`config.mk`:
```
export PLATFORM = sky130hd
export DESIGN_NAME = alarm_escalation_counter
export DESIGN_NICKNAME = d
export VERILOG_FILES = /design/src/rtl/core/aec_pkg.sv /design/src/rtl/core/alarm_escalation_counter.sv /design/src/rtl/core/aec_step.sv
export SDC_FILE = /design/constraint.sdc
export NUM_CORES = 1
export LEC_CHECK = 0
export BUFFER_PORTS_ARGS = -buffer_cell sky130_fd_sc_hd__buf_2
export CORE_MARGIN = 2
export CORE_UTILIZATION = 55
export CTS_CLUSTER_DIAMETER = 50
export DETAILED_ROUTE_END_ITERATION = 16
export GPL_TIMING_DRIVEN = 1
export PLACE_DENSITY = 0.74
export SETUP_SLACK_MARGIN = 0.1
export SLEW_MARGIN = 15
export SYNTH_ARGS = -nofsm -noshare
export SYNTH_HDL_FRONTEND = slang
export SYNTH_SLANG_ARGS = --single-unit
```
`constraint.sdc`:
```
create_clock -name clk_i -period 7.6 [get_ports clk_i]
set_clock_uncertainty 0.05 [all_clocks]
set_input_delay 0.38 -clock clk_i [delete_from_list [all_inputs] [get_ports clk_i]]
set_output_delay 0.38 -clock clk_i [all_outputs]
set_load 0.02 [all_outputs]
```
`src/rtl/core/aec_pkg.sv`:
```
`timescale 1ns / 1ps
`default_nettype none

package aec_pkg;

  localparam int unsigned CHANNELS_DEF = 4;

  localparam int unsigned ACTION_W = 3;
  localparam int unsigned CHAN_W   = 2;
  localparam int unsigned PHASE_W  = 10;
  localparam int unsigned MUTE_W   = 16;
  localparam int unsigned CNT_W    = 8;
  localparam int unsigned LVL_W    = 2;
  localparam int unsigned RPT_W    = 2;
  localparam int unsigned CFG_W    = 8;
  localparam int unsigned CFG_IDX_W = 3;

  localparam int unsigned S_DATA_W = 32;
  localparam int unsigned M_DATA_W = 16;

  localparam logic [PHASE_W-1:0] BEEP_MS = 10'd200;

  typedef enum logic [ACTION_W-1:0] {
    ACT_INC  = 3'd0,
    ACT_DEC  = 3'd1,
    ACT_CLR  = 3'd2,
    ACT_TICK = 3'd3,
    ACT_MUTE = 3'd4
  } action_e;

  typedef enum logic [LVL_W-1:0] {
    LVL_OK   = 2'd0,
    LVL_WARN = 2'd1,
    LVL_ERR  = 2'd2
  } level_e;

  typedef enum logic [RPT_W-1:0] {
    RPT_NONE = 2'd0,
    RPT_INFO = 2'd1,
    RPT_WARN = 2'd2,
    RPT_ERR  = 2'd3
  } report_e;

  typedef enum logic [CFG_IDX_W-1:0] {
    CFG_WARN_RISE  = 3'd0,
    CFG_WARN_FALL  = 3'd1,
    CFG_ERROR_RISE = 3'd2,
    CFG_ERROR_FALL = 3'd3,
    CFG_CEILING    = 3'd4
  } cfg_idx_e;

  localparam logic [CFG_W-1:0] WARN_RISE_RST  = 8'd3;
  localparam logic [CFG_W-1:0] WARN_FALL_RST  = 8'd1;
  localparam logic [CFG_W-1:0] ERROR_RISE_RST = 8'd6;
  localparam logic [CFG_W-1:0] ERROR_FALL_RST = 8'd3;
  localparam logic [CFG_W-1:0] CEILING_RST    = 8'd10;

  typedef struct packed {
    logic [CFG_W-1:0] warn_rise;
    logic [CFG_W-1:0] warn_fall;
    logic [CFG_W-1:0] error_rise;
    logic [CFG_W-1:0] error_fall;
    logic [CFG_W-1:0] count_ceiling;
  } cfg_t;

  typedef struct packed {
    logic [ACTION_W-1:0] action;
    logic [CHAN_W-1:0]   channel;
    logic [PHASE_W-1:0]  millis_phase;
    logic [MUTE_W-1:0]   mute_ticks;
  } item_t;

  typedef struct packed {
    logic              buzzer_on;
    report_e           report_kind;
    logic [CNT_W-1:0]  count;
    level_e            level;
  } result_t;

endpackage

`default_nettype wire

```
`src/rtl/core/alarm_escalation_counter.sv`:
```
`timescale 1ns / 1ps
`default_nettype none

// per-channel alarm escalation with a shared buzzer. each request passes an
// input register, then combinational logic that reads and updates the channel
// file, the alarm level, the mute countdown and the buzzer, and lands in the
// result register; while the result side is ready the block takes one request
// per clock, and a result held by m_axis_tready low stalls both stages.
// channel, level and count state live in flip-flops, so back-to-back
// requests to the same channel see each other.

module alarm_escalation_counter #(
  parameter int unsigned CHANNELS = aec_pkg::CHANNELS_DEF
) (
  input  wire                              clk_i,
  input  wire                              rst_ni,
  input  wire                              s_axis_tvalid,
  output logic                             s_axis_tready,
  // action[2:0], channel[4:3], millis_phase[14:5], mute_ticks[30:15], zero[31]
  input  wire [aec_pkg::S_DATA_W-1:0]      s_axis_tdata,
  output logic                             m_axis_tvalid,
  input  wire                              m_axis_tready,
  // level[1:0], count[9:2], report_kind[11:10], buzzer_on[12], zero[15:13]
  output logic [aec_pkg::M_DATA_W-1:0]     m_axis_tdata,
  input  wire                              cfg_we_i,
  input  wire [aec_pkg::CFG_IDX_W-1:0]     cfg_idx_i,
  input  wire [aec_pkg::CFG_W-1:0]         cfg_wdata_i
);

  aec_pkg::cfg_t     cfg_q;
  aec_pkg::item_t    in_q;
  logic              in_valid_q;
  aec_pkg::result_t  out_q;
  aec_pkg::result_t  out_d;
  logic              out_valid_q;
  logic              adv;

  logic [aec_pkg::CNT_W-1:0]  counts_q [CHANNELS];
  logic [aec_pkg::CNT_W-1:0]  counts_d [CHANNELS];
  aec_pkg::level_e            levels_q [CHANNELS];
  aec_pkg::level_e            levels_d [CHANNELS];
  aec_pkg::level_e            alarm_q, alarm_d;
  logic [aec_pkg::MUTE_W-1:0] mute_q, mute_d;
  logic                       buzzer_q, buzzer_d;

  assign adv           = in_valid_q && (!out_valid_q || m_axis_tready);
  assign s_axis_tready = !in_valid_q || adv;
  assign m_axis_tvalid = out_valid_q;
  assign m_axis_tdata  = {3'b000, out_q.buzzer_on, out_q.report_kind, out_q.count, out_q.level};

  // config registers
  always_ff @(posedge clk_i or negedge rst_ni) begin
    if (!rst_ni) begin
      cfg_q.warn_rise     <= aec_pkg::WARN_RISE_RST;
      cfg_q.warn_fall     <= aec_pkg::WARN_FALL_RST;
      cfg_q.error_rise    <= aec_pkg::ERROR_RISE_RST;
      cfg_q.error_fall    <= aec_pkg::ERROR_FALL_RST;
      cfg_q.count_ceiling <= aec_pkg::CEILING_RST;
    end else if (cfg_we_i) begin
      case (cfg_idx_i)
        aec_pkg::CFG_WARN_RISE:  cfg_q.warn_rise     <= cfg_wdata_i;
        aec_pkg::CFG_WARN_FALL:  cfg_q.warn_fall     <= cfg_wdata_i;
        aec_pkg::CFG_ERROR_RISE: cfg_q.error_rise    <= cfg_wdata_i;
        aec_pkg::CFG_ERROR_FALL: cfg_q.error_fall    <= cfg_wdata_i;
        aec_pkg::CFG_CEILING:    cfg_q.count_ceiling <= cfg_wdata_i;
        default:                 cfg_q               <= cfg_q;
      endcase
    end
  end

  // input stage
  always_ff @(posedge clk_i or negedge rst_ni) begin
    if (!rst_ni) begin
      in_valid_q <= 1'b0;
    end else if (s_axis_tready) begin
      in_valid_q <= s_axis_tvalid;
    end
  end

  always_ff @(posedge clk_i) begin
    if (s_axis_tvalid && s_axis_tready) begin
      in_q.action       <= s_axis_tdata[2:0];
      in_q.channel      <= s_axis_tdata[4:3];
      in_q.millis_phase <= s_axis_tdata[14:5];
      in_q.mute_ticks   <= s_axis_tdata[30:15];
    end
  end

  aec_step #(
    .CHANNELS (CHANNELS)
  ) u_step (
    .cfg_i    (cfg_q),
    .item_i   (in_q),
    .counts_i (counts_q),
    .levels_i (levels_q),
    .alarm_i  (alarm_q),
    .mute_i   (mute_q),
    .buzzer_i (buzzer_q),
    .counts_o (counts_d),
    .levels_o (levels_d),
    .alarm_o  (alarm_d),
    .mute_o   (mute_d),
    .buzzer_o (buzzer_d),
    .result_o (out_d)
  );

  // block state
  always_ff @(posedge clk_i or negedge rst_ni) begin
    if (!rst_ni) begin
      for (int i = 0; i < CHANNELS; i++) begin
        counts_q[i] <= '0;
        levels_q[i] <= aec_pkg::LVL_OK;
      end
      alarm_q  <= aec_pkg::LVL_OK;
      mute_q   <= '0;
      buzzer_q <= 1'b0;
    end else if (adv) begin
      counts_q <= counts_d;
      levels_q <= levels_d;
      alarm_q  <= alarm_d;
      mute_q   <= mute_d;
      buzzer_q <= buzzer_d;
    end
  end

  // result stage
  always_ff @(posedge clk_i or negedge rst_ni) begin
    if (!rst_ni) begin
      out_valid_q <= 1'b0;
    end else if (!out_valid_q || m_axis_tready) begin
      out_valid_q <= in_valid_q;
    end
  end

  always_ff @(posedge clk_i) begin
    if (adv) begin
      out_q <= out_d;
    end
  end

endmodule

`default_nettype wire

```
`src/rtl/core/aec_step.sv`:
```
`timescale 1ns / 1ps
`default_nettype none

module aec_step #(
  parameter int unsigned CHANNELS = aec_pkg::CHANNELS_DEF
) (
  input  aec_pkg::cfg_t                       cfg_i,
  input  aec_pkg::item_t                      item_i,
  input  logic [aec_pkg::CNT_W-1:0]           counts_i [CHANNELS],
  input  aec_pkg::level_e                     levels_i [CHANNELS],
  input  aec_pkg::level_e                     alarm_i,
  input  logic [aec_pkg::MUTE_W-1:0]          mute_i,
  input  logic                                buzzer_i,
  output logic [aec_pkg::CNT_W-1:0]           counts_o [CHANNELS],
  output aec_pkg::level_e                     levels_o [CHANNELS],
  output aec_pkg::level_e                     alarm_o,
  output logic [aec_pkg::MUTE_W-1:0]          mute_o,
  output logic                                buzzer_o,
  output aec_pkg::result_t                    result_o
);

  localparam int unsigned IDX_W = (CHANNELS > 1) ? $clog2(CHANNELS) : 1;

  logic [IDX_W-1:0]          idx;
  logic                      ch_ok;
  logic [aec_pkg::CNT_W-1:0] cur_cnt;
  aec_pkg::level_e           cur_lvl;
  logic [aec_pkg::CNT_W:0]   cnt_inc;
  logic [aec_pkg::CNT_W-1:0] cnt_sat;
  logic [aec_pkg::CNT_W-1:0] cnt_dec;
  aec_pkg::level_e           new_lvl;
  aec_pkg::report_e          report;

  assign idx     = IDX_W'(item_i.channel);
  assign ch_ok   = 32'(item_i.channel) < CHANNELS;
  assign cur_cnt = counts_i[idx];
  assign cur_lvl = levels_i[idx];
  assign cnt_inc = {1'b0, cur_cnt} + 9'd1;
  assign cnt_sat = (cnt_inc > {1'b0, cfg_i.count_ceiling}) ? cfg_i.count_ceiling
                                                           : cnt_inc[aec_pkg::CNT_W-1:0];
  assign cnt_dec = (cur_cnt == '0) ? '0 : cur_cnt - 8'd1;

  always_comb begin
    counts_o = counts_i;
    levels_o = levels_i;
    alarm_o  = alarm_i;
    mute_o   = mute_i;
    buzzer_o = buzzer_i;
    new_lvl  = cur_lvl;
    report   = aec_pkg::RPT_NONE;
    case (item_i.action)
      aec_pkg::ACT_INC: begin
        if (ch_ok) begin
          case (cur_lvl)
            aec_pkg::LVL_OK: begin
              if (cnt_sat >= cfg_i.warn_rise) begin
                new_lvl = aec_pkg::LVL_WARN;
                if (alarm_i != aec_pkg::LVL_ERR) alarm_o = aec_pkg::LVL_WARN;
              end
            end
            aec_pkg::LVL_WARN: begin
              if (cnt_sat >= cfg_i.error_rise) begin
                new_lvl = aec_pkg::LVL_ERR;
                alarm_o = aec_pkg::LVL_ERR;
              end else begin
                alarm_o = aec_pkg::LVL_WARN;
              end
            end
            default: alarm_o = aec_pkg::LVL_ERR;
          endcase
          counts_o[idx] = cnt_sat;
          levels_o[idx] = new_lvl;
          case (new_lvl)
            aec_pkg::LVL_WARN: report = aec_pkg::RPT_WARN;
            aec_pkg::LVL_ERR:  report = aec_pkg::RPT_ERR;
            default:           report = aec_pkg::RPT_INFO;
          endcase
        end
      end
      aec_pkg::ACT_DEC: begin
        if (ch_ok) begin
          case (cur_lvl)
            aec_pkg::LVL_WARN: if (cnt_dec < cfg_i.warn_fall) new_lvl = aec_pkg::LVL_OK;
            aec_pkg::LVL_ERR:  if (cnt_dec < cfg_i.error_fall) new_lvl = aec_pkg::LVL_WARN;
            default:           new_lvl = cur_lvl;
          endcase
          counts_o[idx] = cnt_dec;
          levels_o[idx] = new_lvl;
          case (new_lvl)
            aec_pkg::LVL_WARN: report = aec_pkg::RPT_WARN;
            aec_pkg::LVL_ERR:  report = aec_pkg::RPT_ERR;
            default:           report = aec_pkg::RPT_NONE;
          endcase
        end
      end
      aec_pkg::ACT_CLR: begin
        if (ch_ok) begin
          counts_o[idx] = '0;
          levels_o[idx] = aec_pkg::LVL_OK;
        end
      end
      aec_pkg::ACT_TICK: begin
        if (mute_i != '0) begin
          buzzer_o = 1'b0;
          mute_o   = mute_i - 16'd1;
          alarm_o  = aec_pkg::LVL_OK;
        end else begin
          case (alarm_i)
            aec_pkg::LVL_WARN: buzzer_o = (item_i.millis_phase < aec_pkg::BEEP_MS);
            aec_pkg::LVL_OK:   buzzer_o = 1'b0;
            default:           buzzer_o = 1'b1;
          endcase
        end
      end
      aec_pkg::ACT_MUTE: mute_o = item_i.mute_ticks;
      default: report = aec_pkg::RPT_NONE;
    endcase
  end

  always_comb begin
    result_o.buzzer_on   = buzzer_o;
    result_o.report_kind = report;
    result_o.count       = ch_ok ? counts_o[idx] : '0;
    result_o.level       = ch_ok ? levels_o[idx] : aec_pkg::LVL_OK;
  end

endmodule

`default_nettype wire

```
**After elaboration in Yosys (flattened, before gate mapping)**

Index checks and enable logic that the tools add are counted.

- Register bits after elaboration: 145

- $add $sub $neg: 3
- Order comparisons: 8
- Equal/unequal tests: 19
- Multiplexer cells: 46
- Bitwise logic cells: 5
- Reduce and logical (&&, ||, !) cells: 22

Operators by type and width:

| cell | count |
|---|---|
| 32-bit one-hot mux with 3 select lines | 1 |
| 32-bit bitwise mux | 2 |
| 8-bit two-way mux | 7 |
| 32-bit AND | 1 |
| 8-bit binary-select mux with 2-bit select | 2 |
| 32-bit NOT | 1 |
| 16-bit one-hot mux with 2 select lines | 1 |
| 2-bit two-way mux | 15 |
| 2-bit one-hot mux with 2 select lines | 7 |
| 8-bit one-hot mux with 3 select lines | 1 |
| 8-bit bitwise mux | 2 |
| 8-bit demux with 2-bit select | 1 |
| 8-bit greater-or-equal comparator | 2 |
| 8-bit less-than comparator | 2 |
| 16-bit two-way mux | 1 |
| 16-bit nonzero test | 1 |
| 16-bit by 1-bit subtractor with 16-bit output, second input constant | 1 |
| 3-bit by 2-bit == test with 1-bit output, second input constant | 4 |
| 10-bit by 8-bit less-than comparator with 1-bit output, second input constant | 1 |
| 2-bit AND reduction | 5 |
| 8-bit by 1-bit adder with 9-bit output, second input constant | 1 |
| 9-bit by 8-bit > comparator with 1-bit output | 1 |
| 8-bit AND | 1 |
| 2-bit binary-select mux with 2-bit select | 2 |
| 24 further kinds | 40 |

**Depth between registers and ports, before layout**

Gate-level depths: netlist of run 1.

- Depth in word-level cells: 16
- Depth in mapped cells: 26
- Depth with buffers taken out: 24

**Modules after synthesis**

A second synthesis of run 1 with hierarchy kept.

- Cells, all modules: 783
- Area total of the unflattened synthesis: 8461.9 sq um

By module, submodules not included:

| module | times used | cells an instance | area each (sq um) | seq. area each (sq um) |
|---|---|---|---|---|
| alarm_escalation_counter | 1 | 269 | 5152.4 | 3860.0 |
| aec_step | 1 | 514 | 3309.4 | 0.0 |

**Least setup slack after synthesis of run 1**

No wires, ideal clock.

- Path kind: reg-to-reg
- Start point: register in_q[26] in the netlist's numbering
- End point: register out_q (netlist bit m_axis_tdata[11]), data pin
- Library setup time: 207 ps
- Data arrival time: 5294 ps
- Setup slack: 2049 ps
- Stages on the path, launching flop included: 25
- Buffers on the path: 2
- Clock period less this slack: 5551 ps
- Path through: edfxtp_1 > buf_6 > buf_6 > mux2_1 > a21oi_1 > inv_2 > ha_1 > nand2_1 > nor2_1 > xnor2_1 > ha_1 > nand4_1 > a21oi_1 > o21ai_0 > o31ai_4 > mux2i_1 > ha_1 > nand2b_1 > a2111oi_0 > o21ai_0 > a31o_2 > a22o_1 > ha_1 > nor2b_1 > a2111oi_0

RTL lines:

| element | RTL line | text |
|---|---|---|
| start: declaration | alarm_escalation_counter.sv:31 | `aec_pkg::item_t in_q;` |
| end signal: assignment | alarm_escalation_counter.sv:137 | `out_q <= out_d;` |
| end: declaration | alarm_escalation_counter.sv:33 | `aec_pkg::result_t out_q;` |

==> results.md, run 1 <==
- The flow ran to the end, and the final reports show no timing, DRC or antenna violations.
- TritonCTS built the clock tree.
- The sequential element share of the synthesized area is a little under 50%.
- The all-layer global routing usage is 26.33%.
- The tightest hold path in the finished design has a slack of slightly below 0.08 ns.
- The synthesized design devotes to its leading area cell type 29.32% of total area.
- The cell taking the most area after synthesis is sky130_fd_sc_hd__dfrtp_1.
- In this run, synthesis inferred about 40 flip-flops with an integrated enable.
- The final net count is roughly 940.
- The via count of the first global-routing pass came to approximately 6300.
- Once placement finished, the instance area stood at about 0.0083 mm².
- The clock network latency to the later pin of the worst-skew pair is approximately 0.42 ns.
- The end-of-flow core utilization is a little under two thirds.
- The number of search-and-repair iterations in the first detailed-routing pass is 5.
- The die covers ~0.015 mm².
- The worst path setup slack after routing is around 1.1 ns.
- The headroom to the max-slew limit is a little over a quarter.
- The worst setup path is captured at a flop.
- The gate count after technology mapping is slightly below 800.
- The final-layout setup total negative slack is 0 ns.
- Setup repair after global routing left no endpoint under its margin.
- The maximum root-to-sink buffer count is 2.
- The starting utilization of the core area is a little under three fifths.
- The startpoint identified for the worst hold timing path is s_axis_tdata[19].
- The most common cell in the synthesized netlist is sky130_fd_sc_hd__nand2_1.
- From synthesis to final layout, the design area changed by 13.03%.
- The via count is between 6000 and 7000.
- In this run the critical register-to-register path is launched from in_q[26].
- The critical path launch point is in_q[26].
- The register area is about 0.0038 mm².
- The detailed-route vias per instance is approximately 5.9.
- The analysis attributes to cell leakage a power of ~0.0039 µW.
- The setup violation total in the final timing report is 0.
- 0 antenna diodes ended up in the layout.
- For this run the aggregate overflow at the end of global routing stands at 0.
- The initial antenna violation count is 0.
- Synthesis inferred about 140 register bits.
- The total of fill cells in the finished design is roughly 1100.
- The count of nets left with antenna violations once routing finished came out at 0.
- The I/O pin count is 66.
- Row generation in the floorplan step produced 43 rows.
- The wire length after detailed routing is 18350 µm.
- Of the cells placed in the final design, the portion with a size suffix greater than 1 is 18.22%.
- Dividing the detail-routed wire length by the instance count gives 17.71 µm.
- The pre-CTS setup slack is 1.239 ns.
- The core region is about 0.014 mm².
- The share of flip-flops with an asynchronous set or reset after synthesis is a little under three quarters.
- For the finished layout, the period the worst path requires is approximately 6.5 ns.
- The most used flip-flop cell after synthesis is sky130_fd_sc_hd__dfrtp_1.
- The average instance in the mapped netlist occupies about 10 µm².
- The area used by multi-input combinational logic is approximately 0.0037 mm².
- The die extent in x is ~120 µm.
- The post-detailed-placement half-perimeter wirelength is between 10000 and 15000 µm.
- The global placement routability congestion is around 0.95.
- The maximum VDD drop is 0.1845 mV.
- The number of max-slew violations in the final report is 0.
- Buffers placed on the I/O ports in this run total slightly below 60.
- The final-report hold violation count came to 0.
- The ratio of total power to cell area is around 340 mW/mm².
- Ranked by total cell area, the synthesized netlist is headed by sky130_fd_sc_hd__dfrtp_1 29%, sky130_fd_sc_hd__edfxtp_1 16%, sky130_fd_sc_hd__ha_1 7.5%.
- The startpoint type of the worst setup path is a flop.
- The wire length of the first global-routing pass is just over 30000 µm.
- The level count of the clock H-tree is 4.
- The final non-filler cell area is approximately 0.009 mm².
- The start-to-end type of the worst setup path is reg -> reg.
- The final worst-path cycle share is 85.50%.
- From bottom edge to top edge, the die measures approximately 120 µm.
- The maximum number of pins on one net before global-route repair is 55.
- STA puts the critical path data arrival time at about 6.6 ns.
- The largest fanout on the critical path is 22.
- In this run, post-CTS repair resized a total of 0 instances.
- The commonest cells after synthesis are 103 x sky130_fd_sc_hd__nand2_1, 92 x sky130_fd_sc_hd__dfrtp_1, 68 x sky130_fd_sc_hd__o21ai_0, 64 x sky130_fd_sc_hd__a21oi_1, 61 x sky130_fd_sc_hd__nor2_1.
- The slew at the pin closest to its max-slew limit is 1.088 ns.
- The total standard cell area after synthesis is around 0.0079 mm².
- The path category of the worst min-delay check is in -> reg.
- Derived from the worst setup path, the maximum achievable clock frequency is roughly 150 MHz.
- The total of warnings raised by yosys is 0.
- In this run the clock root is driven by a sky130_fd_sc_hd__clkbuf_16.
- Across the run, the number of max-cap violations was 0.
- After clock tree synthesis, the clock-pin slew on the worst setup and hold paths is 0.06 ns.
- The number of different library cells used by synthesis comes to a little under 70.
- The final routed DRC violation total is 0.
- The number of buffers inserted during clock tree synthesis is 17.
- The clock sink total is 142.
- The number of design-rule violations left by the first detailed-router iteration is 520.
- The data required time at the worst endpoint is just under 8 ns.
## layout by cell type, fill, tap and decap left out, types with 12 or more instances in the layout
cell type,count
sky130_fd_sc_hd__nand2_1,103
sky130_fd_sc_hd__dfrtp_1,92
sky130_fd_sc_hd__o21ai_0,68
sky130_fd_sc_hd__a21oi_1,64
sky130_fd_sc_hd__nor2_1,61
sky130_fd_sc_hd__buf_2,57
sky130_fd_sc_hd__inv_1,49
sky130_fd_sc_hd__ha_1,47
sky130_fd_sc_hd__edfxtp_1,41
sky130_fd_sc_hd__mux2_2,28
sky130_fd_sc_hd__clkbuf_16,17
sky130_fd_sc_hd__nor3_1,12
## logic make-up (layout without fill, tap and decap cells)
group / count (synthesis) / in the layout / share of synthesized area [%]
flops: 142 / 142 / 48.01
fa+ha+maj: 47 / 47 / 7.489
other cells: 1 / 3 / 0.04776
mux: 45 / 45 / 7.473
xor+xnor: 12 / 12 / 1.338
buf+inv: 82 / 150 / 4.366
compound gates: 216 / 216 / 17.10
simple gates: 241 / 241 / 14.18
## final cells by class
cell class,count,share of cell area (%)
multi-input cells,564,42.23
clock inverters,11,1.325
well taps,180,2.537
repair buffers,67,4.088
flip-flops and latches,142,42.47
clock buffers,21,5.187
inverters,51,2.157
## timing repair
item                                    in CTS  in global routing
hold buffers                                 1                  0
setup buffers                                0                  0
endpoints found under the setup margin       0                  0
hold endpoints to repair                    38                  0
## metal layers
metal | GRT usage, % | vias up | routed length [µm]
li1 | - | 2937 | -
met1 | 33.81 | 2959 | 7902
met2 | 43.65 | 210 | 8968
met3 | 5.904 | 39 | 1049
met4 | 9.872 | 0 | 426
met5 | 0 | - | 0
## path summary, 6_finish.rpt
kind | endpoint | slack [ns] | cells past startpoint
worst max-delay path | m_axis_tdata[11] | 1.10 | 21
worst min-delay path | in_q[4] | 0.08 | 1
worst max register to register | m_axis_tdata[11] | 1.10 | 21
worst min register to register | mute_q[0] | 0.43 | 2
max in group asynchronous | mute_q[7] | 5.89 | 3
min in group asynchronous | cfg_q[37] | 0.47 | 2
## through the flow
step	std cells	total power, µW
floorplan	788	1906
global placement	1003	2150
detailed placement	1003	2220
CTS	1036	3047
global route	1036	3247
finish	1036	3052
## sequential cells by signal, summed over array words and instances, names as in the netlist, 2 cells and up
name,cells
mute_q,16
counts_q,32
in_q,28
levels_q,8
cfg_q,40
alarm_q,2
m_axis_tdata,13
## report_power, final
group	total [µW]	switching [µW]	leakage [µW]	internal (µW)
combinational	1160	689	0.00195	469
clock	813	315	0.000283	498
sequential	1080	112	0.00163	969
total	3050	1120	0.00386	1940
## critical path: stages, from the launching register on
cell                        delay (ns)
sky130_fd_sc_hd__edfxtp_1         0.42
sky130_fd_sc_hd__buf_4            0.34
sky130_fd_sc_hd__mux4_2           0.62
sky130_fd_sc_hd__ha_1             0.28
sky130_fd_sc_hd__nand2_1          0.14
sky130_fd_sc_hd__nor2_1           0.07
sky130_fd_sc_hd__xnor2_1          0.19
sky130_fd_sc_hd__ha_1             0.28
sky130_fd_sc_hd__nand4_1          0.12
sky130_fd_sc_hd__a21oi_1          0.05
sky130_fd_sc_hd__o21ai_0          0.38
sky130_fd_sc_hd__o31ai_4          0.24
sky130_fd_sc_hd__mux2i_1          0.49
sky130_fd_sc_hd__ha_1             0.33
sky130_fd_sc_hd__nand2b_1         0.14
sky130_fd_sc_hd__a2111oi_0        0.36
sky130_fd_sc_hd__o21ai_0          0.34
sky130_fd_sc_hd__a31o_2           0.33
sky130_fd_sc_hd__a22o_1           0.28
sky130_fd_sc_hd__ha_1             0.30
sky130_fd_sc_hd__nor2b_1          0.13
sky130_fd_sc_hd__a2111oi_0        0.41
No activity file was read; power rests on OpenSTA's default activity.
==> run 2, diff against run 1 <==
--- a/config.mk
+++ b/config.mk
@@ -5,13 +5,13 @@
 export SDC_FILE = /design/constraint.sdc
 export NUM_CORES = 1
 export LEC_CHECK = 0
-export BUFFER_PORTS_ARGS = -buffer_cell sky130_fd_sc_hd__buf_2
 export CORE_MARGIN = 2
 export CORE_UTILIZATION = 55
 export CTS_CLUSTER_DIAMETER = 50
 export DETAILED_ROUTE_END_ITERATION = 16
+export DONT_BUFFER_PORTS = 1
 export GPL_TIMING_DRIVEN = 1
-export PLACE_DENSITY = 0.74
+export PLACE_DENSITY = 0.7
 export SETUP_SLACK_MARGIN = 0.1
 export SLEW_MARGIN = 15
 export SYNTH_ARGS = -nofsm -noshare
==> constraint.sdc (replaced) <==
create_clock -name clk_i -period 7.45 [get_ports clk_i]
set_clock_uncertainty 0.05 [all_clocks]
set_input_delay 0.3725 -clock clk_i [delete_from_list [all_inputs] [get_ports clk_i]]
set_output_delay 0.3725 -clock clk_i [all_outputs]
set_load 0.02 [all_outputs]
==> results.md, run 2 (synthesized netlist as in run 1, its figures left out) <==
- The run finished with clean final reports.
- The cell chosen for the clock root is sky130_fd_sc_hd__clkbuf_16.
- The type of destination of the critical path is a flop.
- The clock tree from TritonCTS is done.
- The clock-pin slew on the worst setup and hold paths is 0.06 ns (about the same).
- The final net count is 910 (-3.0%).
- The clock network latency to the later pin of the worst-skew pair is 0.43 ns (about the same).
- The area enclosed by the die boundary is 0.01525 mm² (unchanged).
- The most common cell after layout, fill and taps aside is sky130_fd_sc_hd__nand2_1.
- The cell leakage power came to 0.003775 µW (-2.3%).
- The instance area at placement was 0.007986 mm² (-3.6%).
- STA classifies the critical path startpoint as a flop.
- The detailed-route vias per instance is 6.035 (+1.7%).
- The wire length of the first global-routing pass came to 30480 µm (-0.41%).
- The maximum VDD drop is 0.2211 mV (+20%).
- The number of input and output port buffers inserted is 0 (-100%).
- The largest fanout on the critical path is 23 (+4.5%).
- The vertical die dimension is 123.5 µm (unchanged).
- The worst path arrival time was 6.91 ns (+0.27 ns).
- The floorplan core area is 0.01393 mm² (unchanged).
- The total of fill cells in the finished design is 1083 (-0.46%).
- The total global routing overflow is 0 (unchanged).
- The clock sink total is 142 (unchanged).
- The largest registers in the layout are cfg_q (40), counts_q (32), in_q (28).
- Setup repair after global routing left no endpoint under its margin.
- The register area was 0.003770 mm² (unchanged).
- The number of flip-flops in the largest register is 40 (unchanged).
- The slew at the pin closest to its max-slew limit is 1.070 ns (-0.01768 ns).
- The post-cts gate resize count is 0 (unchanged).
- The minimum period implied by the final worst setup slack is 6.744 ns (+0.2462 ns).
- The maximum root-to-sink buffer count was 2 (unchanged).
- The wire length after detailed routing came to 18740 µm (+2.1%).
- The cell count after placement was 944 (-5.9%).
- From synthesis to final layout, the design area changed by 13.78%.
- The maximum number of pins on one net before global-route repair came to 102 (+85%).
- The area used by multi-input combinational logic is 0.003747 mm² (about the same).
- The ratio of cells with drive above 1 in the final layout is 11.84% (-6.4 points).
- In the layout the commonest cells are 103 x sky130_fd_sc_hd__nand2_1, 92 x sky130_fd_sc_hd__dfrtp_1, 68 x sky130_fd_sc_hd__o21ai_0.
- The final standard cell count with taps included and fillers excluded is 1008 (-2.7%).
- cfg_q holds more flip-flops than any other register.
- The final worst-path cycle share came to 90.52% (+5.0 points).
- The count of antenna diodes in the layout was 0 (unchanged).
- The path category of the worst min-delay check is in -> reg.
- The data required time at the worst endpoint is 7.61 ns (-0.14 ns).
- The final routed DRC violation total is 0 (unchanged).
- The average wire per cell in the routed design came to 18.59 µm (+5.0%).
- The via count is 6083 (-1.0%).
- The number of buffers inserted during clock tree synthesis was 17 (unchanged).
- The max-cap check violation count was 0 (unchanged).
- The ratio of total power to cell area is 353.2 mW/mm² (+2.7%).
- The number of max-slew violations in the final report came to 0 (unchanged).
- The headroom to the max-slew limit is 28.12% (+1.2 points).
- The all-layer global routing usage is 26.43% (+0.10 points).
- The starting utilization of the core area is 56.35% (unchanged).
- The die extent in x was 123.5 µm (unchanged).
- The number of buffers inserted by hold repair at cts came to 31 (+30).
- The fmax was 148.3 MHz (-3.7%).
- The via count of the first global-routing pass is 6078 (-2.8%).
- The final non-filler cell area is 0.008935 mm² (+0.66%).
- The global placement routability congestion is 0.9046 (-4.3%).
- The initial antenna violation count is 0 (unchanged).
- The worst setup path is of the reg -> reg kind.
- The end-of-flow core utilization is 64.12% (+0.42 points).
- The setup violation total in the final timing report is 0 (unchanged).
- The number of search-and-repair iterations in the first detailed-routing pass is 5 (unchanged).
- The level count of the clock H-tree is 4 (unchanged).
- The post-detailed-placement half-perimeter wirelength was 12860 µm (-2.1%).
- The final-layout setup total negative slack is 0 ns (unchanged).
- The number of standard-cell rows in the floorplan is 43 (unchanged).
- The final-report hold violation count is 0 (unchanged).
- The I/O pin count came to 66 (unchanged).
- The antenna violation net count after detailed routing is 0 (unchanged).
- The post-CTS setup buffer count is 0 (unchanged).
- The number of design-rule violations left by the first detailed-router iteration is 521 (+0.19%).
-- run 2: cell count changes in the layout (fill, tap and decap cells not counted), moves of 2 or more --
cell / before / now
sky130_fd_sc_hd__buf_4: 9 / 7
sky130_fd_sc_hd__clkinv_2: 5 / 3
sky130_fd_sc_hd__dlygate4sd3_1: 1 / 31
sky130_fd_sc_hd__buf_2: 57 / 0
-- run 2: worst max-delay path, cell delays in order, from the launching register on --
cell and delay [ns]:
sky130_fd_sc_hd__edfxtp_1 0.93, sky130_fd_sc_hd__nor2_1 0.11, sky130_fd_sc_hd__a21oi_1 0.36, sky130_fd_sc_hd__inv_2 0.16
sky130_fd_sc_hd__ha_1 0.27, sky130_fd_sc_hd__nand2_1 0.14, sky130_fd_sc_hd__nor2_1 0.08, sky130_fd_sc_hd__xnor2_1 0.24
sky130_fd_sc_hd__ha_1 0.30, sky130_fd_sc_hd__nand4_1 0.12, sky130_fd_sc_hd__a21oi_1 0.05, sky130_fd_sc_hd__o21ai_0 0.41
sky130_fd_sc_hd__o31ai_4 0.23, sky130_fd_sc_hd__mux2i_1 0.47, sky130_fd_sc_hd__ha_1 0.33, sky130_fd_sc_hd__nand2b_1 0.15
sky130_fd_sc_hd__a2111oi_0 0.41, sky130_fd_sc_hd__o21ai_0 0.33, sky130_fd_sc_hd__a31o_2 0.32, sky130_fd_sc_hd__a22o_1 0.27
sky130_fd_sc_hd__ha_1 0.29, sky130_fd_sc_hd__nor2b_1 0.12, sky130_fd_sc_hd__a2111oi_0 0.38
-- run 2: cell type report --
class                           count  share of cell area, %
Tap cell                          180                  2.521
Multi-Input combinational cell    564                  41.94
Inverter                           51                  2.143
Sequential cell                   142                  42.19
Clock buffer                       21                  5.265
Clock inverter                     11                  1.568
Timing Repair Buffer               39                  4.369
-- run 2: per-layer routing --
layer,vias up,routed length [µm],track usage (%)
li1,2874,-,-
met1,2948,8096,34.59
met2,217,9131,42.41
met3,44,995,5.166
met4,0,512,12.36
met5,-,0,0
-- run 2: path summary, 6_finish.rpt --
path                                 from                to  slack (ns)  depth (start not counted)
max reg2reg                      in_q[27]  m_axis_tdata[11]        0.71                         22
min                        cfg_wdata_i[2]         cfg_q[18]        0.01                          2
min reg2reg                   counts_q[2]       counts_q[2]        0.43                          2
max                              in_q[27]  m_axis_tdata[11]        0.71                         22
max in group asynchronous          rst_ni      counts_q[24]        6.38                          2
min in group asynchronous          rst_ni         cfg_q[38]        0.49                          2
-- run 2: stage by stage --
| stage | total power [µW] | hold slack [ns] | setup WS, ns |
|---|---|---|---|
| after CTS | 3135 | 0.002629 | 0.7655 |
| after detailed placement | 2227 | 0.03116 | 0.8095 |
| after global routing | 3349 | 0.01116 | 0.2422 |
| after floorplan | 1944 | 0.02691 | 1.899 |
| final | 3156 | 0.01040 | 0.7062 |
| after global placement | 2166 | 0.03083 | 0.9952 |
-- run 2: power breakdown --
part	switching [µW]	internal (µW)	leakage, µW
clock network	326	550	0.000293
registers	136	990	0.00163
logic	680	475	0.00185
total	1140	2010	0.00378
==> run 3, diff against run 2 <==
--- a/config.mk
+++ b/config.mk
@@ -16,4 +16,5 @@
 export SLEW_MARGIN = 15
 export SYNTH_ARGS = -nofsm -noshare
 export SYNTH_HDL_FRONTEND = slang
+export SYNTH_HIERARCHICAL = 1
 export SYNTH_SLANG_ARGS = --single-unit
==> results.md, run 3 <==
- The slowest library cell on the worst path is sky130_fd_sc_hd__edfxtp_1.
- The starting utilization of the core area is 55.69% (-0.66 points).
- The most repeated library cell on the critical path is sky130_fd_sc_hd__a21oi_1.
- The headroom to the max-slew limit came to 33.97% (+5.9 points).
- In this run the critical register-to-register path is launched from in_q[27].
- The maximum VDD drop was 0.2446 mV (+11%).
- The via count of the first global-routing pass is 6125 (+0.77%).
- The startpoint of the lowest-slack hold path is cfg_wdata_i[3].
- The largest registers in the layout are cfg_q (40), counts_q (32), in_q (28).
- The setup violation total in the final timing report is 0 (unchanged).
- The die extent in x is 127.4 µm (+3.2%).
- The wire length after detailed routing is 19240 µm (+2.7%).
- The number of flip-flops in the largest register came to 40 (unchanged).
- The number of buffers inserted during clock tree synthesis came to 17 (unchanged).
- The worst path arrival time came to 6.75 ns (-0.16 ns).
- The library cell used most frequently in the layout, excluding fill and tap cells, is sky130_fd_sc_hd__mux2_2.
- The clock-pin slew on the worst setup and hold paths is 0.06 ns (about the same).
- The cell leakage power is 0.003994 µW (+5.8%).
- The final-report hold violation count is 0 (unchanged).
- CTS placed an instance of sky130_fd_sc_hd__clkbuf_16 at the clock tree root.
- The max-cap check violation count is 0 (unchanged).
- The fmax is 154.0 MHz (+3.9%).
- The startpoint type of the worst setup path is a flop.
- Leaving out fill and tap cells, the most frequent cells in the layout are 105 x sky130_fd_sc_hd__mux2_2, 92 x sky130_fd_sc_hd__dfrtp_1, 73 x sky130_fd_sc_hd__nand2_1.
- The vertical die dimension is 127.4 µm (+3.2%).
- The ratio of cells with drive above 1 in the final layout is 21.96% (+10 points).
- The total global routing overflow is 0 (unchanged).
- The number of search-and-repair iterations in the first detailed-routing pass is 5 (unchanged).
- The detailed-route vias per instance came to 6.135 (+1.7%).
- The critical path launch point is in_q[27].
- The count of antenna diodes in the layout is 0 (unchanged).
- The I/O pin count is 66 (unchanged).
- The largest fanout on the critical path is 21 (-8.7%).
- TritonCTS built the clock tree.
- The area enclosed by the die boundary is 0.01622 mm² (+6.4%).
- The via count is 6153 (+1.2%).
- The number of design-rule violations left by the first detailed-router iteration is 549 (+5.4%).
- The minimum period implied by the final worst setup slack is 6.493 ns (-0.2504 ns).
- Setup repair after global routing left no endpoint under its margin.
- The gate count after technology mapping is 780 (-0.76%).
- The antenna violation net count after detailed routing is 0 (unchanged).
- STA classifies the critical path endpoint as a flop.
- The wire length of the first global-routing pass is 31020 µm (+1.8%).
- The number of standard-cell rows in the floorplan is 45 (+4.7%).
- The critical path goes through buf_4 > mux4_2 > and2_1 > nand2_1 > xnor2_1 > ha_1 > o41a_1 > o22ai_1 > a21oi_1 > nor2_1 > a21oi_1 > inv_1 > ha_1 > a2111oi_0 > nand2_1 > a21oi_1 > nor2b_1 > o22ai_1 > nor2_1 > o32a_1 > o32a_1 > mux2_2.
- The path class of the tightest hold or removal check is in -> reg.
- The total of warnings raised by yosys is 6 (+6).
- The average wire per cell in the routed design is 19.18 µm (+3.2%).
- The all-layer global routing usage is 24.72% (-1.7 points).
- The critical path is of the reg -> reg type.
- The pre-CTS setup slack is 1.091 ns (+0.2814 ns).
- The post-detailed-placement half-perimeter wirelength is 13200 µm (+2.7%).
- The flow ran to the end, and the final reports show no timing, DRC or antenna violations.
- The largest stage delay on the critical path is 0.86 ns (-0.07 ns).
- The maximum root-to-sink buffer count is 2 (unchanged).
- The initial antenna violation count came to 0 (unchanged).
- The area overhead of the layout relative to synthesis is 12.18%.
- The level count of the clock H-tree came to 4 (unchanged).
- The number of input and output port buffers inserted was 0 (unchanged).
- The final routed DRC violation total is 0 (unchanged).
- The average footprint of a synthesized cell is 10.73 µm² (+7.4%).
- The clock sink total is 142 (unchanged).
- The worst path setup slack after routing is 0.9566 ns (+0.2504 ns).
- The buffering stage count on the worst path with inverters included was 2 (+1).
- The data required time at the worst endpoint came to 7.71 ns (+0.10 ns).
- The total standard cell area after synthesis is 0.008372 mm² (+6.6%).
- The register bank with the most flops is cfg_q.
- The number of max-slew violations in the final report is 0 (unchanged).
- The final worst-path cycle share is 87.16% (-3.4 points).
- The clock network latency to the later pin of the worst-skew pair is 0.43 ns (about the same).
- The final-layout setup total negative slack was 0 ns (unchanged).
- The kind of cell adding the most delay to the critical path is compound AO/OA/AOI/OAI gates.
- The final net count is 897 (-1.4%).
- The floorplan core area was 0.01503 mm² (+7.9%).
- The ratio of total power to cell area came to 382.8 mW/mm² (+8.4%).
- The maximum number of pins on one net before global-route repair is 102 (unchanged).
- The post-CTS setup buffer count is 0 (unchanged).
- The global placement routability congestion is 0.9158 (+1.2%).
- The slew at the pin closest to its max-slew limit is 0.9904 ns (-0.07963 ns).
==> run 3: path summary, 6_finish.rpt <==
kind,cells past startpoint,slack (ns),endpoint
setup / recovery,22,0.96,levels_q[7]
hold / removal,1,0.04,cfg_q[27]
setup reg to reg,22,0.96,levels_q[7]
hold reg to reg,1,0.46,cfg_q[30]
max in group asynchronous,2,6.42,counts_q[18]
min in group asynchronous,2,0.51,cfg_q[34]
==> run 3: layout make-up <==
type                    count  area (µm²)
fillers                  1142        5642
multi-input cells         555        4254
flip-flops and latches    142        3770
clock buffers              18       429.2
repair buffers             34       350.3
well taps                 188       235.2
inverters                  52       195.2
clock inverters            14       157.7
==> run 3: where the power goes <==
part | internal, µW | leakage (µW) | switching, µW
clock network | 500 | 0.000279 | 354
registers | 1010 | 0.00165 | 176
logic | 689 | 0.00206 | 862
total | 2200 | 0.00399 | 1390
==> run 3: worst reg2reg max path: cells and delay by family (launching register included) <==
kind	cells	cell delay [ns]
flops	1	0.86
compound gates	9	2.54
simple gates	6	1.09
xor+xnor	1	0.15
fa+ha+maj	2	0.55
mux	2	0.70
buf+inv	2	0.44
==> run 3: layer usage <==
layer  up-vias  part of all wire, %  GRT usage (%)
met3        25                  4.4          5.402
li1       2902                    -              -
met5         -                    0              0
met2       169                   50          42.81
met4         0                  2.2          8.209
met1      3057                   43          30.85
==> run 3: repair_timing <==
action                    4_1_cts  5_1_grt
gates resized for setup         0        0
hold buffers                   31        0
hold endpoints to repair      130        0
==> run 3: per-stage QoR <==
step	hold slack (ns)	power, µW	utilization [%]	area (µm²)	cells
CTS	0.01802	3586	62.46	9390	1003
global placement	0.03037	2599	56.38	8476	940
detailed placement	0.03033	2694	56.38	8476	940
global route	0.02404	3839	62.47	9392	1003
floorplan	0.02691	2310	-	8379	782
finish	0.03676	3595	62.47	9392	1003
